$ cat config.mk
export PLATFORM = sky130hd
export DESIGN_NAME = user_fair_share_scheduler_top
export DESIGN_NICKNAME = d
export VERILOG_FILES = /design/src/rtl/ufss_pkg.sv /design/src/rtl/ufss_ram.sv /design/src/rtl/ufss_ctrl.sv /design/src/rtl/ufss_dp.sv /design/src/rtl/user_fair_share_scheduler_top.sv
export SDC_FILE = /design/constraint.sdc
export NUM_CORES = 2
export LEC_CHECK = 0
export ABC_CLOCK_PERIOD_IN_PS = 9230
export BUFFER_PORTS_ARGS = -buffer_cell sky130_fd_sc_hd__buf_2
export CAP_MARGIN = 10
export CELL_PAD_IN_SITES_DETAIL_PLACEMENT = 0
export CELL_PAD_IN_SITES_GLOBAL_PLACEMENT = 1
export CORE_ASPECT_RATIO = 0.8
export CORE_MARGIN = 2
export CORE_UTILIZATION = 35
export CTS_BUF_LIST = sky130_fd_sc_hd__clkbuf_8
export DETAILED_ROUTE_END_ITERATION = 16
export GPL_TIMING_DRIVEN = 0
export PLACE_DENSITY = 0.52
export SYNTH_ARGS = -nofsm -noshare
export SYNTH_HDL_FRONTEND = slang
export SYNTH_SLANG_ARGS = --single-unit
$ cat constraint.sdc
create_clock -name i_clk -period 9.23 [get_ports i_clk]
set_clock_uncertainty 0.2 [all_clocks]
set_input_delay 1.846 -clock i_clk [delete_from_list [all_inputs] [get_ports i_clk]]
set_output_delay 1.846 -clock i_clk [all_outputs]
set_load 0.01 [all_outputs]
$ cat src/rtl/ufss_pkg.sv
// Shared types and codes for the fair-share scheduler.
package ufss_pkg;

    localparam int unsigned ID_W   = 10;
    localparam int unsigned USER_W = 3;
    localparam int unsigned PRI_W  = 8;
    localparam int unsigned STAT_W = 3;
    localparam int unsigned TOT_W  = 32;

    localparam logic [1:0] OP_SCHED  = 2'd0;
    localparam logic [1:0] OP_ADD    = 2'd1;
    localparam logic [1:0] OP_REMOVE = 2'd2;

    localparam logic [STAT_W-1:0] ST_CHOSEN   = 3'd0;
    localparam logic [STAT_W-1:0] ST_DONE     = 3'd1;
    localparam logic [STAT_W-1:0] ST_EMPTY    = 3'd2;
    localparam logic [STAT_W-1:0] ST_FULL     = 3'd3;
    localparam logic [STAT_W-1:0] ST_NOTFOUND = 3'd4;

    localparam int unsigned CMD_W = 5;
    localparam logic [CMD_W-1:0] C_NOP      = 5'd0;
    localparam logic [CMD_W-1:0] C_LOAD     = 5'd1;
    localparam logic [CMD_W-1:0] C_ADD      = 5'd2;
    localparam logic [CMD_W-1:0] C_UPD      = 5'd3;
    localparam logic [CMD_W-1:0] C_NOTFOUND = 5'd4;
    localparam logic [CMD_W-1:0] C_RD       = 5'd5;
    localparam logic [CMD_W-1:0] C_REM_CHK  = 5'd6;
    localparam logic [CMD_W-1:0] C_SCH_CHK  = 5'd7;
    localparam logic [CMD_W-1:0] C_SH_INIT  = 5'd8;
    localparam logic [CMD_W-1:0] C_SH_RD    = 5'd9;
    localparam logic [CMD_W-1:0] C_SH_WR    = 5'd10;
    localparam logic [CMD_W-1:0] C_REM_END  = 5'd11;
    localparam logic [CMD_W-1:0] C_SCH_END  = 5'd12;
    localparam logic [CMD_W-1:0] C_PICK     = 5'd13;
    localparam logic [CMD_W-1:0] C_PICK_END = 5'd14;
    localparam logic [CMD_W-1:0] C_SEL_CHK  = 5'd15;
    localparam logic [CMD_W-1:0] C_TICK     = 5'd16;
    localparam logic [CMD_W-1:0] C_EMIT     = 5'd17;

    typedef struct packed {
        logic [1:0]        operation;
        logic              yield_request;
        logic [ID_W-1:0]   task_id;
        logic [USER_W-1:0] task_user;
        logic [PRI_W-1:0]  task_priority;
    } t_in_item;

    typedef struct packed {
        logic [STAT_W-1:0] status;
        logic [ID_W-1:0]   run_task_id;
        logic [PRI_W-1:0]  slices_left;
    } t_out_item;

    typedef struct packed {
        logic [ID_W-1:0]   id;
        logic [USER_W-1:0] user;
        logic [PRI_W-1:0]  pri;
    } t_entry;

    typedef struct packed {
        logic [CMD_W-1:0] code;
    } t_cmd;

    typedef struct packed {
        logic [1:0] op;
        logic       scan_end;
        logic       sh_end;
        logic       match;
        logic       found;
        logic       reselect;
        logic       pick_last;
        logic       any;
        logic       sel_match;
        logic       out_free;
    } t_dp_status;

endpackage

$ cat src/rtl/ufss_ram.sv
// Generic single-write, single-read RAM with registered read data.
module ufss_ram #(
    parameter int unsigned WIDTH = 21,
    parameter int unsigned DEPTH = 64
) (
    input  logic                     i_clk,
    input  logic                     i_we,
    input  logic [$clog2(DEPTH)-1:0] i_waddr,
    input  logic [WIDTH-1:0]         i_wdata,
    input  logic [$clog2(DEPTH)-1:0] i_raddr,
    output logic [WIDTH-1:0]         o_rdata
);
    logic [WIDTH-1:0] r_mem [DEPTH];
    logic [WIDTH-1:0] r_rdata;

    always_ff @(posedge i_clk) begin
        if (i_we) begin
            r_mem[i_waddr] <= i_wdata;
        end
        r_rdata <= r_mem[i_raddr];
    end

    assign o_rdata = r_rdata;
endmodule

$ cat src/rtl/ufss_ctrl.sv
// Sequencer for the scheduler: issues one datapath command per cycle.
module ufss_ctrl
    import ufss_pkg::*;
(
    input  logic       i_clk,
    input  logic       i_rst_n,
    input  logic       i_in_valid,
    input  t_dp_status i_status,
    output t_cmd       o_cmd,
    output logic       o_in_stall
);
    localparam logic [3:0] S_IDLE     = 4'd0;
    localparam logic [3:0] S_DISP     = 4'd1;
    localparam logic [3:0] S_REM_RD   = 4'd2;
    localparam logic [3:0] S_REM_CHK  = 4'd3;
    localparam logic [3:0] S_SCH_RD   = 4'd4;
    localparam logic [3:0] S_SCH_CHK  = 4'd5;
    localparam logic [3:0] S_MOVE     = 4'd6;
    localparam logic [3:0] S_SH_TEST  = 4'd7;
    localparam logic [3:0] S_SH_WR    = 4'd8;
    localparam logic [3:0] S_PICK     = 4'd9;
    localparam logic [3:0] S_PICK_END = 4'd10;
    localparam logic [3:0] S_SEL_RD   = 4'd11;
    localparam logic [3:0] S_SEL_CHK  = 4'd12;
    localparam logic [3:0] S_FIN      = 4'd13;

    logic [3:0] r_state, n_state;
    t_cmd       cmd;

    always_comb begin
        n_state  = r_state;
        cmd.code = C_NOP;
        unique case (r_state)
            S_IDLE: begin
                if (i_in_valid) begin
                    cmd.code = C_LOAD;
                    n_state  = S_DISP;
                end
            end
            S_DISP: begin
                case (i_status.op)
                    OP_ADD: begin
                        cmd.code = C_ADD;
                        n_state  = S_FIN;
                    end
                    OP_REMOVE: n_state = S_REM_RD;
                    OP_SCHED: begin
                        if (i_status.reselect) begin
                            n_state = S_SCH_RD;
                        end else begin
                            cmd.code = C_TICK;
                            n_state  = S_FIN;
                        end
                    end
                    default: begin
                        cmd.code = C_UPD;
                        n_state  = S_FIN;
                    end
                endcase
            end
            S_REM_RD: begin
                if (i_status.scan_end) begin
                    cmd.code = C_NOTFOUND;
                    n_state  = S_FIN;
                end else begin
                    cmd.code = C_RD;
                    n_state  = S_REM_CHK;
                end
            end
            S_REM_CHK: begin
                cmd.code = C_REM_CHK;
                n_state  = i_status.match ? S_SH_TEST : S_REM_RD;
            end
            S_SCH_RD: begin
                if (i_status.scan_end) begin
                    n_state = S_MOVE;
                end else begin
                    cmd.code = C_RD;
                    n_state  = S_SCH_CHK;
                end
            end
            S_SCH_CHK: begin
                cmd.code = C_SCH_CHK;
                n_state  = S_SCH_RD;
            end
            S_MOVE: begin
                if (i_status.found) begin
                    cmd.code = C_SH_INIT;
                    n_state  = S_SH_TEST;
                end else begin
                    n_state = S_PICK;
                end
            end
            S_SH_TEST: begin
                if (!i_status.sh_end) begin
                    cmd.code = C_SH_RD;
                    n_state  = S_SH_WR;
                end else if (i_status.op == OP_REMOVE) begin
                    cmd.code = C_REM_END;
                    n_state  = S_FIN;
                end else begin
                    cmd.code = C_SCH_END;
                    n_state  = S_PICK;
                end
            end
            S_SH_WR: begin
                cmd.code = C_SH_WR;
                n_state  = S_SH_TEST;
            end
            S_PICK: begin
                cmd.code = C_PICK;
                if (i_status.pick_last) begin
                    n_state = S_PICK_END;
                end
            end
            S_PICK_END: begin
                cmd.code = C_PICK_END;
                n_state  = i_status.any ? S_SEL_RD : S_FIN;
            end
            S_SEL_RD: begin
                cmd.code = C_RD;
                n_state  = S_SEL_CHK;
            end
            S_SEL_CHK: begin
                cmd.code = C_SEL_CHK;
                n_state  = i_status.sel_match ? S_FIN : S_SEL_RD;
            end
            S_FIN: begin
                if (i_status.out_free) begin
                    cmd.code = C_EMIT;
                    n_state  = S_IDLE;
                end
            end
            default: n_state = S_IDLE;
        endcase
    end

    always_ff @(posedge i_clk) begin
        if (!i_rst_n) begin
            r_state <= S_IDLE;
        end else begin
            r_state <= n_state;
        end
    end

    assign o_cmd      = cmd;
    assign o_in_stall = (r_state != S_IDLE);
endmodule

$ cat src/rtl/ufss_dp.sv
// Scheduler datapath: run queue, scan counters, user totals and result register.
module ufss_dp
    import ufss_pkg::*;
#(
    parameter int unsigned QUEUE_DEPTH = 64,
    parameter int unsigned NUM_USERS   = 5
) (
    input  logic       i_clk,
    input  logic       i_rst_n,
    input  t_cmd       i_cmd,
    input  t_in_item   i_in_item,
    input  logic       i_out_stall,
    output t_dp_status o_status,
    output logic       o_out_valid,
    output t_out_item  o_out_item
);
    localparam int unsigned AW = $clog2(QUEUE_DEPTH);
    localparam int unsigned LW = AW + 1;
    localparam int unsigned UW = (NUM_USERS > 1) ? $clog2(NUM_USERS) : 1;

    t_in_item             r_in;
    logic [LW-1:0]        r_len;
    logic [LW-1:0]        r_idx;
    logic [LW-1:0]        r_pos;
    logic                 r_found;
    t_entry               r_cur;
    logic [NUM_USERS-1:0] r_present;
    logic [UW-1:0]        r_ucnt;
    logic [UW-1:0]        r_best;
    logic [TOT_W-1:0]     r_best_tot;
    logic                 r_any;
    logic [ID_W-1:0]      r_cur_task;
    logic                 r_runnable;
    logic [PRI_W-1:0]     r_slice;
    logic [TOT_W-1:0]     r_total [NUM_USERS];
    t_out_item            r_res;
    t_out_item            r_out;
    logic                 r_out_valid;

    logic                 we;
    logic [AW-1:0]        waddr;
    t_entry               wdata;
    logic [AW-1:0]        raddr;
    t_entry               rdata;
    logic [LW-1:0]        idx_inc;
    logic [USER_W-1:0]    add_user;
    logic [PRI_W-1:0]     add_pri;
    logic [TOT_W:0]       tot_sum;
    logic [UW-1:0]        cur_u;
    logic [UW-1:0]        rd_u;

    assign idx_inc  = r_idx + LW'(1);
    assign add_user = (32'(r_in.task_user) >= NUM_USERS) ? USER_W'(NUM_USERS - 1)
                                                          : r_in.task_user;
    assign add_pri  = (r_in.task_priority == '0) ? PRI_W'(1) : r_in.task_priority;
    assign cur_u    = UW'(r_cur.user);
    assign rd_u     = UW'(rdata.user);
    assign tot_sum  = {1'b0, r_total[cur_u]} + (TOT_W + 1)'(r_cur.pri);

    always_comb begin
        we    = 1'b0;
        waddr = r_len[AW-1:0];
        wdata = '{id: r_in.task_id, user: add_user, pri: add_pri};
        raddr = (i_cmd.code == C_SH_RD) ? idx_inc[AW-1:0] : r_idx[AW-1:0];
        case (i_cmd.code)
            C_ADD: we = (r_len < LW'(QUEUE_DEPTH));
            C_SH_WR: begin
                we    = 1'b1;
                waddr = r_idx[AW-1:0];
                wdata = rdata;
            end
            C_SCH_END: begin
                we    = 1'b1;
                waddr = AW'(r_len - LW'(1));
                wdata = r_cur;
            end
            default: we = 1'b0;
        endcase
    end

    ufss_ram #(.WIDTH($bits(t_entry)), .DEPTH(QUEUE_DEPTH)) u_queue (
        .i_clk  (i_clk),
        .i_we   (we),
        .i_waddr(waddr),
        .i_wdata(wdata),
        .i_raddr(raddr),
        .o_rdata(rdata)
    );

    // control state
    always_ff @(posedge i_clk) begin
        if (!i_rst_n) begin
            r_len       <= '0;
            r_cur_task  <= '0;
            r_runnable  <= 1'b0;
            r_slice     <= '0;
            r_out_valid <= 1'b0;
            for (int u = 0; u < NUM_USERS; u++) begin
                r_total[u] <= '0;
            end
        end else begin
            if (i_cmd.code == C_EMIT) begin
                r_out_valid <= 1'b1;
            end else if (!i_out_stall) begin
                r_out_valid <= 1'b0;
            end
            case (i_cmd.code)
                C_ADD: begin
                    if (r_len < LW'(QUEUE_DEPTH)) begin
                        r_len <= r_len + LW'(1);
                    end
                end
                C_REM_END: begin
                    r_len <= r_len - LW'(1);
                    if (r_in.task_id == r_cur_task) begin
                        r_runnable <= 1'b0;
                    end
                end
                C_SCH_END: begin
                    r_total[cur_u] <= tot_sum[TOT_W] ? '1 : tot_sum[TOT_W-1:0];
                end
                C_PICK_END: begin
                    if (!r_any) begin
                        r_runnable <= 1'b0;
                        r_slice    <= '0;
                    end
                end
                C_SEL_CHK: begin
                    if (rd_u == r_best) begin
                        r_cur_task <= rdata.id;
                        r_slice    <= rdata.pri - PRI_W'(1);
                        r_runnable <= 1'b1;
                    end
                end
                C_TICK: r_slice <= r_slice - PRI_W'(1);
                default: r_len <= r_len;
            endcase
        end
    end

    // working registers
    always_ff @(posedge i_clk) begin
        if (i_cmd.code == C_EMIT) begin
            r_out <= r_res;
        end
        case (i_cmd.code)
            C_LOAD: begin
                r_in      <= i_in_item;
                r_idx     <= '0;
                r_found   <= 1'b0;
                r_present <= '0;
                r_ucnt    <= '0;
                r_any     <= 1'b0;
            end
            C_ADD: begin
                r_res <= '{status: (r_len < LW'(QUEUE_DEPTH)) ? ST_DONE : ST_FULL,
                           run_task_id: '0, slices_left: '0};
            end
            C_UPD, C_REM_END: r_res <= '{status: ST_DONE, run_task_id: '0, slices_left: '0};
            C_NOTFOUND: r_res <= '{status: ST_NOTFOUND, run_task_id: '0, slices_left: '0};
            C_REM_CHK: begin
                if (rdata.id == r_in.task_id) begin
                    r_pos   <= r_idx;
                    r_found <= 1'b1;
                end else begin
                    r_idx <= idx_inc;
                end
            end
            C_SCH_CHK: begin
                r_present[rd_u] <= 1'b1;
                if (r_runnable && !r_found && rdata.id == r_cur_task) begin
                    r_found <= 1'b1;
                    r_pos   <= r_idx;
                    r_cur   <= rdata;
                end
                r_idx <= idx_inc;
            end
            C_SH_INIT: r_idx <= r_pos;
            C_SH_WR:   r_idx <= idx_inc;
            C_PICK: begin
                if (r_present[r_ucnt] && (!r_any || r_total[r_ucnt] < r_best_tot)) begin
                    r_best     <= r_ucnt;
                    r_best_tot <= r_total[r_ucnt];
                    r_any      <= 1'b1;
                end
                r_ucnt <= r_ucnt + UW'(1);
            end
            C_PICK_END: begin
                r_idx <= '0;
                if (!r_any) begin
                    r_res <= '{status: ST_EMPTY, run_task_id: '0, slices_left: '0};
                end
            end
            C_SEL_CHK: begin
                if (rd_u == r_best) begin
                    r_res <= '{status: ST_CHOSEN, run_task_id: rdata.id,
                               slices_left: rdata.pri - PRI_W'(1)};
                end else begin
                    r_idx <= idx_inc;
                end
            end
            C_TICK: begin
                r_res <= '{status: ST_CHOSEN, run_task_id: r_cur_task,
                           slices_left: r_slice - PRI_W'(1)};
            end
            default: r_idx <= r_idx;
        endcase
    end

    assign o_status.op        = r_in.operation;
    assign o_status.scan_end  = (r_idx >= r_len);
    assign o_status.sh_end    = (idx_inc >= r_len);
    assign o_status.match     = (rdata.id == r_in.task_id);
    assign o_status.found     = r_found;
    assign o_status.reselect  = r_in.yield_request || (r_slice == '0) || !r_runnable;
    assign o_status.pick_last = (r_ucnt == UW'(NUM_USERS - 1));
    assign o_status.any       = r_any;
    assign o_status.sel_match = (rd_u == r_best);
    assign o_status.out_free  = !r_out_valid || !i_out_stall;

    assign o_out_valid = r_out_valid;
    assign o_out_item  = r_out;
endmodule

$ cat src/rtl/user_fair_share_scheduler_top.sv
// Top level of the fair-share round-robin task scheduler.
//
// Input channel i_in_valid / o_in_stall carries one t_in_item: schedule,
// add or remove. Output channel o_out_valid / i_out_stall returns exactly
// one t_out_item per input item, in order.
// One item is processed at a time; o_in_stall is high from the cycle after
// a transfer until its result is loaded into the output register.
// An add or other update, and a schedule that keeps the current task, go
// straight to the result. A remove scans entries up to the match, then
// shifts each entry behind it forward. A reselecting schedule scans the
// queue for present users, moves the current task to the tail, searches
// the NUM_USERS totals for the minimum and reads entries up to the chosen
// task; the queue scans share the single read port of the run-queue RAM.
// Reset clears the queue length, current task, slice counter and user
// totals; the queue RAM itself is not cleared. While the receiver stalls,
// the result holds in the output register and a finished next item waits.
module user_fair_share_scheduler_top
    import ufss_pkg::*;
#(
    parameter int unsigned QUEUE_DEPTH = 64,
    parameter int unsigned NUM_USERS   = 5
) (
    input  logic      i_clk,
    input  logic      i_rst_n,
    input  logic      i_in_valid,
    output logic      o_in_stall,
    input  t_in_item  i_in_item,
    output logic      o_out_valid,
    input  logic      i_out_stall,
    output t_out_item o_out_item
);
    t_cmd       cmd;
    t_dp_status status;

    ufss_ctrl u_ctrl (
        .i_clk     (i_clk),
        .i_rst_n   (i_rst_n),
        .i_in_valid(i_in_valid),
        .i_status  (status),
        .o_cmd     (cmd),
        .o_in_stall(o_in_stall)
    );

    ufss_dp #(.QUEUE_DEPTH(QUEUE_DEPTH), .NUM_USERS(NUM_USERS)) u_dp (
        .i_clk      (i_clk),
        .i_rst_n    (i_rst_n),
        .i_cmd      (cmd),
        .i_in_item  (i_in_item),
        .i_out_stall(i_out_stall),
        .o_status   (status),
        .o_out_valid(o_out_valid),
        .o_out_item (o_out_item)
    );
endmodule

======== After elaboration in Yosys (flattened, before gate mapping) ========
Memory sizes are Yosys's and may differ from the RTL's. A register that Yosys moved wholly into a read port is not among the register bits.
Cells that the tools add are included.
storage, ports and cells
  output and inout bits ................... 23
  logic and storage cells ................. 213
  register bits ........................... 177
  memories kept ........................... 2
  memory bits (read-only) ................. 0
  bits in writable memories ............... 1504
  bits of input ports ..................... 28
  bits in latches ......................... 0
cells by class
  equality and inequality tests ........... 49
  bitwise logic cells ..................... 1
  $lt $le $gt $ge ......................... 8
  reductions and logical operators ........ 44
  shift-type cells ........................ 0
  multiply operators ...................... 0
  add/sub/neg operators ................... 7
  div/mod/pow operators ................... 0
  mux-type cells .......................... 74
memory list
  memory              depth  width  read ports  clocked after memory_dff  wr ports  RTL line        source
  u_dp.u_queue.r_mem  64     21     1           1                         1         ufss_ram.sv:13  logic [WIDTH-1:0] r_mem [DEPTH];
  u_dp.r_total        5      32     2           2                         5         ufss_dp.sv:35   logic [TOT_W-1:0] r_total [NUM_USERS];
operators with widths
  cell                  count
  $pmux W21 S6          1
  $pmux W5 S14          1
  $mux W32              2
  $pmux W4 S14          1
  $mux W21              2
  $pmux W21 S2          1
  $eq A5 B4 Y1 const B  8
  $mux W7               5
  $pmux W7 S5           1
  $add A32 B8 Y33       1
  $lt A32 B32 Y1        1
  $mux W4               8
  $reduce_or A32 Y1     1
  $eq A10 B10 Y1        3
  $mux W3               10
  $pmux W7 S2           2
  $eq A4 B4 Y1 const B  6
  $mux W8               3
  $pmux W8 S3           1
  $mux W1               19
  $reduce_and A3 Y1     6
  $eq A4 B3 Y1 const B  4
  $logic_not A8 Y1      2
  $ne A2 B2 Y1 const B  8
  other kinds (46)      86

======== Logic depth before layout (Yosys ltp) ========
  depth in word-level cells ............... 12
  gate-level depth with buffers ........... 24
  depth with buffers taken out ............ 14

======== By module ========
Synthesis repeated with hierarchy kept, for this count alone.
second synthesis, totals
  cell total of the unflattened synthesis .. 3962
  area, all modules ....................... 74945.6 µm²
modules (own cells, without submodules)
  module     times used  seq. area each (µm²)  area an instance (µm²)  cells an instance
  ufss_ram   1           40779.1               51717.1                 2190
  ufss_dp    1           12732.2               22549.1                 1672
  ufss_ctrl  1           80.1                  679.4                   100

======== Worst setup path after synthesis ========
Ideal clock, no wire load.
  kind .................................... register to register
  start ................................... reg u_dp.r_idx[2]
  end ..................................... mem u_dp.r_total[5][0], enable pin
  path buffers ............................ 3
  setup time .............................. 468 ps
  data arrival time ....................... 5388 ps
  required time ........................... 8562 ps
  stages on the path, launching flop included .. 13
  clock period less this slack ............ 6055 ps
  path slack .............................. 3175 ps
  path through ............................ edfxtp_1 -> buf_1 -> nand3_1 -> nor2_1 -> xor2_1 -> ha_1 -> o21a_1 -> a21oi_1 -> a211oi_1 -> clkbuf_1 -> clkbuf_1 -> nand3_1 -> nor3b_1
RTL lines
  element                 RTL line        source
  from (decl)             ufss_dp.sv:23   logic [LW-1:0] r_idx;
  from (signal assigned)  ufss_dp.sv:166  r_idx <= idx_inc;
  from (signal assigned)  ufss_dp.sv:176  r_idx <= idx_inc;
  from (signal assigned)  ufss_dp.sv:178  C_SH_INIT: r_idx <= r_pos;
  to (decl)               ufss_dp.sv:35

==> results.cfg <==
[run_status]
status = finished, final reports clean

[clock_tree]
numCtsBuffers = 313
post_cts_buffers = 0
post_cts_resized = 0
clock_sinks = 1804
clkTransAtPathRegs_ns = 0.06
tritoncts = built
cts-hold-fix-buffers = 0
clkLatencyLatePin_ns = 1.00
clock-root-buffer = sky130_fd_sc_hd__clkbuf_8
cts_buffer_depth = 4
h_tree_levels = 5

[worst_setup_path]
critical_path_class = flip-flop to flip-flop
startpoint_type = flip-flop
r2r_cells = 19
worst_ep_required_time_ns = 9.71
critical_path.max_stage_delay_ns = 0.97
timing.critical_path.buf_inv = 7
worst_ep_arrival_time_ns = 8.24
rrSetupSlack_ns = 1.47
crit_path_cell_trace = buf_4 -> buf_4 -> buf_4 -> buf_2 -> buf_2 -> clkbuf_1 -> mux4_2 -> mux2i_1 -> inv_1 -> ha_1 -> a21o_1 -> a21oi_1 -> o21ai_0 -> a31oi_1 -> nor4_1 -> nand3b_1 -> nor3_1 -> xor2_1 -> nand2_1
cpLargestDelayFamily = buffers and inverters
critPathMaxFanout = 10
critical-path-top-cell-by-count = sky130_fd_sc_hd__buf_4
critPathCaptureType = flip-flop
cpMaxStageDelayCell = sky130_fd_sc_hd__nor4_1
r2r-end = u_dp.r_total[7][29]$_DFFE_PP_
cp_num_cells = 19

[grt]
grt_util_all_layers_pct = 23.5
grt_pass1_vias = 46925
maximum_number_of_pins_on_one_net_before_global_route_repair = 65
grt_first_pass_wirelength_mm = 366
gr-total-overflow = 0
antenna_found_initial = 32

[synthesis]
synth_top_flop_cell = sky130_fd_sc_hd__edfxtp_1
area_fraction_in_compound_gates_after_synthesis_pct = 5.53
syn_area_um2 = 75500
ys_seq_elements = 1804
post_synth_edffs = 1746
synth_seq_area_share_pct = 70.9
netlist_instances = 5439
fraction_of_synthesized_area_in_multiplexers_pct = 6.33
ys_async_sr_fraction_pct = 0
synth_top_family_by_area = simple AND/OR/NAND/NOR gates
ys_types = 93
synth.net_count = 5529
synthSimpleGateAreaFrac_pct = 12.9
synthXorXnorAreaFrac_pct = 0.881
synthesis.yosys.warnings = 0
post_synth_fa_ha_maj_area_fraction_pct = 1.04
average_instance_area_after_synthesis_um2 = 13.9

[placed_design]
gp_congestion = 0.839
instance_area_after_placement_um2 = 81700
place.port_buffers = 50
dp_hpwl_mm = 182
placedCellCount = 8444

[sta]
rsz_0062_raised_after_global_routing = false
tightestPinTransition_ns = 1.39
fin_crit_ns = 7.76
achievable_clock_frequency_ghz = 0.129
hold_viol = 0
layout_worst_path_cycle_share_pct = 84.1
report.final.slew_viol_count = 0
setup_violations = 0
slew_headroom_pct = 6.84

[pwr]
power_per_cell_area_nw_per_um2 = 307
leakage_nw = 30.4
ir_worst_vdd_mv = 0.208

[die]
die_width_um = 523
num_rows = 152
io_pins = 51
chipHeight_um = 420
start_util_pct = 35.2
core_area_um2 = 215000
die-area_um2 = 220000

[drt]
dr.first_iter.drc_count = 5728
avgRoutedWirePerCell_um = 28.9
antenna_violating_nets_post_route = 0
detail_route.wirelength_mm = 261
via_count = 48717
vias_per_cell = 5.41
drt_first_pass_iters = 6
drc_violations_left = 0

[hold_path]
whs_path_depth = 0
worst_hold_startpoint = u_dp.r_res[5]$_DFFE_PP_
timing.hold.worst_endpoint = u_dp.o_out_item[5]$_DFFE_PP_
min-delay-path-class = flip-flop to flip-flop

[finish]
final_nets = 6004
syn2layout_area_growth_pct = 16.0
final-instance-count-excl-fill = 9011
drive_above_1_share_pct = 15.8
fin_area_um2 = 87600

[run]
cap_violations = 0
-- through the flow --
stage | setup slack [ns] | hold WS (ns) | setup TNS (ns) | total power [mW] | utilization [%]
2_1_floorplan | 3.17 | 0.200 | 0 | 15.1 | -
3_3_place_gp | -3.17 | 0.201 | -261.78 | 19.8 | 37.0
3_5_place_dp | 1.47 | 0.205 | 0 | 20.0 | 38.1
4_1_cts | 1.43 | 0.219 | 0 | 27.0 | 40.8
5_1_grt | 1.12 | 0.222 | 0 | 28.0 | 40.8
6_report | 1.47 | 0.215 | 0 | 26.9 | 40.8
-- flip-flops by register name, indices dropped and copies added (netlist names), 8 cells and up, named ones only --
name and count:
u_dp.r_cur_task 10, u_dp.u_queue.o_rdata 21, u_dp.r_in 22, u_dp.r_total 256
u_dp.r_res 21, u_dp.o_out_item 21, u_dp.u_queue.r_mem 1344, u_dp.r_best_tot 32
u_dp.r_slice 8, u_dp.r_cur 18
-- routing by layer --
metal / wire [µm] / GRT usage (%) / share of wire [%]
met2: 111000 / 33.9 / 42
met3: 17600 / 3.99 / 6.7
met4: 5530 / 5.51 / 2.1
met1: 127000 / 36.7 / 49
met5: 41 / 0.288 / 0.016
-- placed cells by master (no fill, tap or decap), types with 41 or more instances in the layout --
cell / n
sky130_fd_sc_hd__xnor2_1: 54
sky130_fd_sc_hd__buf_8: 54
sky130_fd_sc_hd__inv_1: 191
sky130_fd_sc_hd__nand3_1: 400
sky130_fd_sc_hd__ha_1: 61
sky130_fd_sc_hd__buf_1: 47
sky130_fd_sc_hd__edfxtp_1: 1746
sky130_fd_sc_hd__clkinv_1: 64
sky130_fd_sc_hd__a32oi_1: 63
sky130_fd_sc_hd__o21ai_0: 41
sky130_fd_sc_hd__clkbuf_8: 330
sky130_fd_sc_hd__nor2_1: 143
sky130_fd_sc_hd__buf_2: 132
sky130_fd_sc_hd__a31oi_1: 70
sky130_fd_sc_hd__dfxtp_1: 58
sky130_fd_sc_hd__mux4_2: 107
sky130_fd_sc_hd__mux2i_1: 129
sky130_fd_sc_hd__nor2_2: 98
sky130_fd_sc_hd__clkbuf_1: 186
sky130_fd_sc_hd__nand4_1: 118
sky130_fd_sc_hd__a21oi_1: 163
sky130_fd_sc_hd__nand2_1: 1232
sky130_fd_sc_hd__mux2_2: 45
sky130_fd_sc_hd__a221oi_1: 44
-- cell type report --
class / instances / area (µm²)
fillers: 20148 / 127000
flip-flops and latches: 1804 / 53600
multi-input cells: 3212 / 20500
clock buffers: 330 / 4540
well taps: 2849 / 3560
repair buffers: 160 / 2260
plain buffers: 328 / 1460
clock inverters: 218 / 1250
inverters: 95 / 362
diodes: 15 / 37.5
-- kinds of logic (layout without fill, tap and decap cells) --
group | count (synthesis) | after routing
compound gates | 589 | 589
mux | 303 | 303
buf+inv | 423 | 1131
other cells | 0 | 15
xor+xnor | 76 | 76
simple gates | 2182 | 2182
flops | 1804 | 1804
fa+ha+maj | 62 | 62
-- how the worst max path moves through the flow --
stage / start / end / slack, ns
floorplan: u_dp.r_idx[2]$_DFFE_PP_ / u_dp.r_total[5][0]$_DFFE_PP_ / 3.17
global placement: u_dp.r_idx[2]$_DFFE_PP_ / u_dp.u_queue.r_mem[46][0]$_DFFE_PP_ / -3.17
detailed placement: flip-flop / u_dp.r_total[7][29]$_DFFE_PP_ / 1.47
CTS: flip-flop / u_dp.r_total[7][29]$_DFFE_PP_ / 1.43
global route: flip-flop / u_dp.r_total[7][29]$_DFFE_PP_ / 1.12
finish: flip-flop / u_dp.r_total[7][29]$_DFFE_PP_ / 1.47
-- power breakdown --
part,switching [mW],internal [mW]
registers,0.263,10.1
clock network,3.39,3.66
logic,7.06,2.41
total,10.7,16.2
-- synth_stat cells (all sizes together) (61+ instances only) --
cell type	n	area, µm²
nand2	1253	4700
a32oi	63	552
inv	95	357
edfxtp	1746	52400
mux2i	129	1290
clkbuf	186	698
mux4	129	2990
buf	142	763
ha	61	763
a21oi	169	861
a31oi	70	438
nand4	119	751
nand3	400	2000
nor2	260	1240
Power figures use the tool's default switching activity.
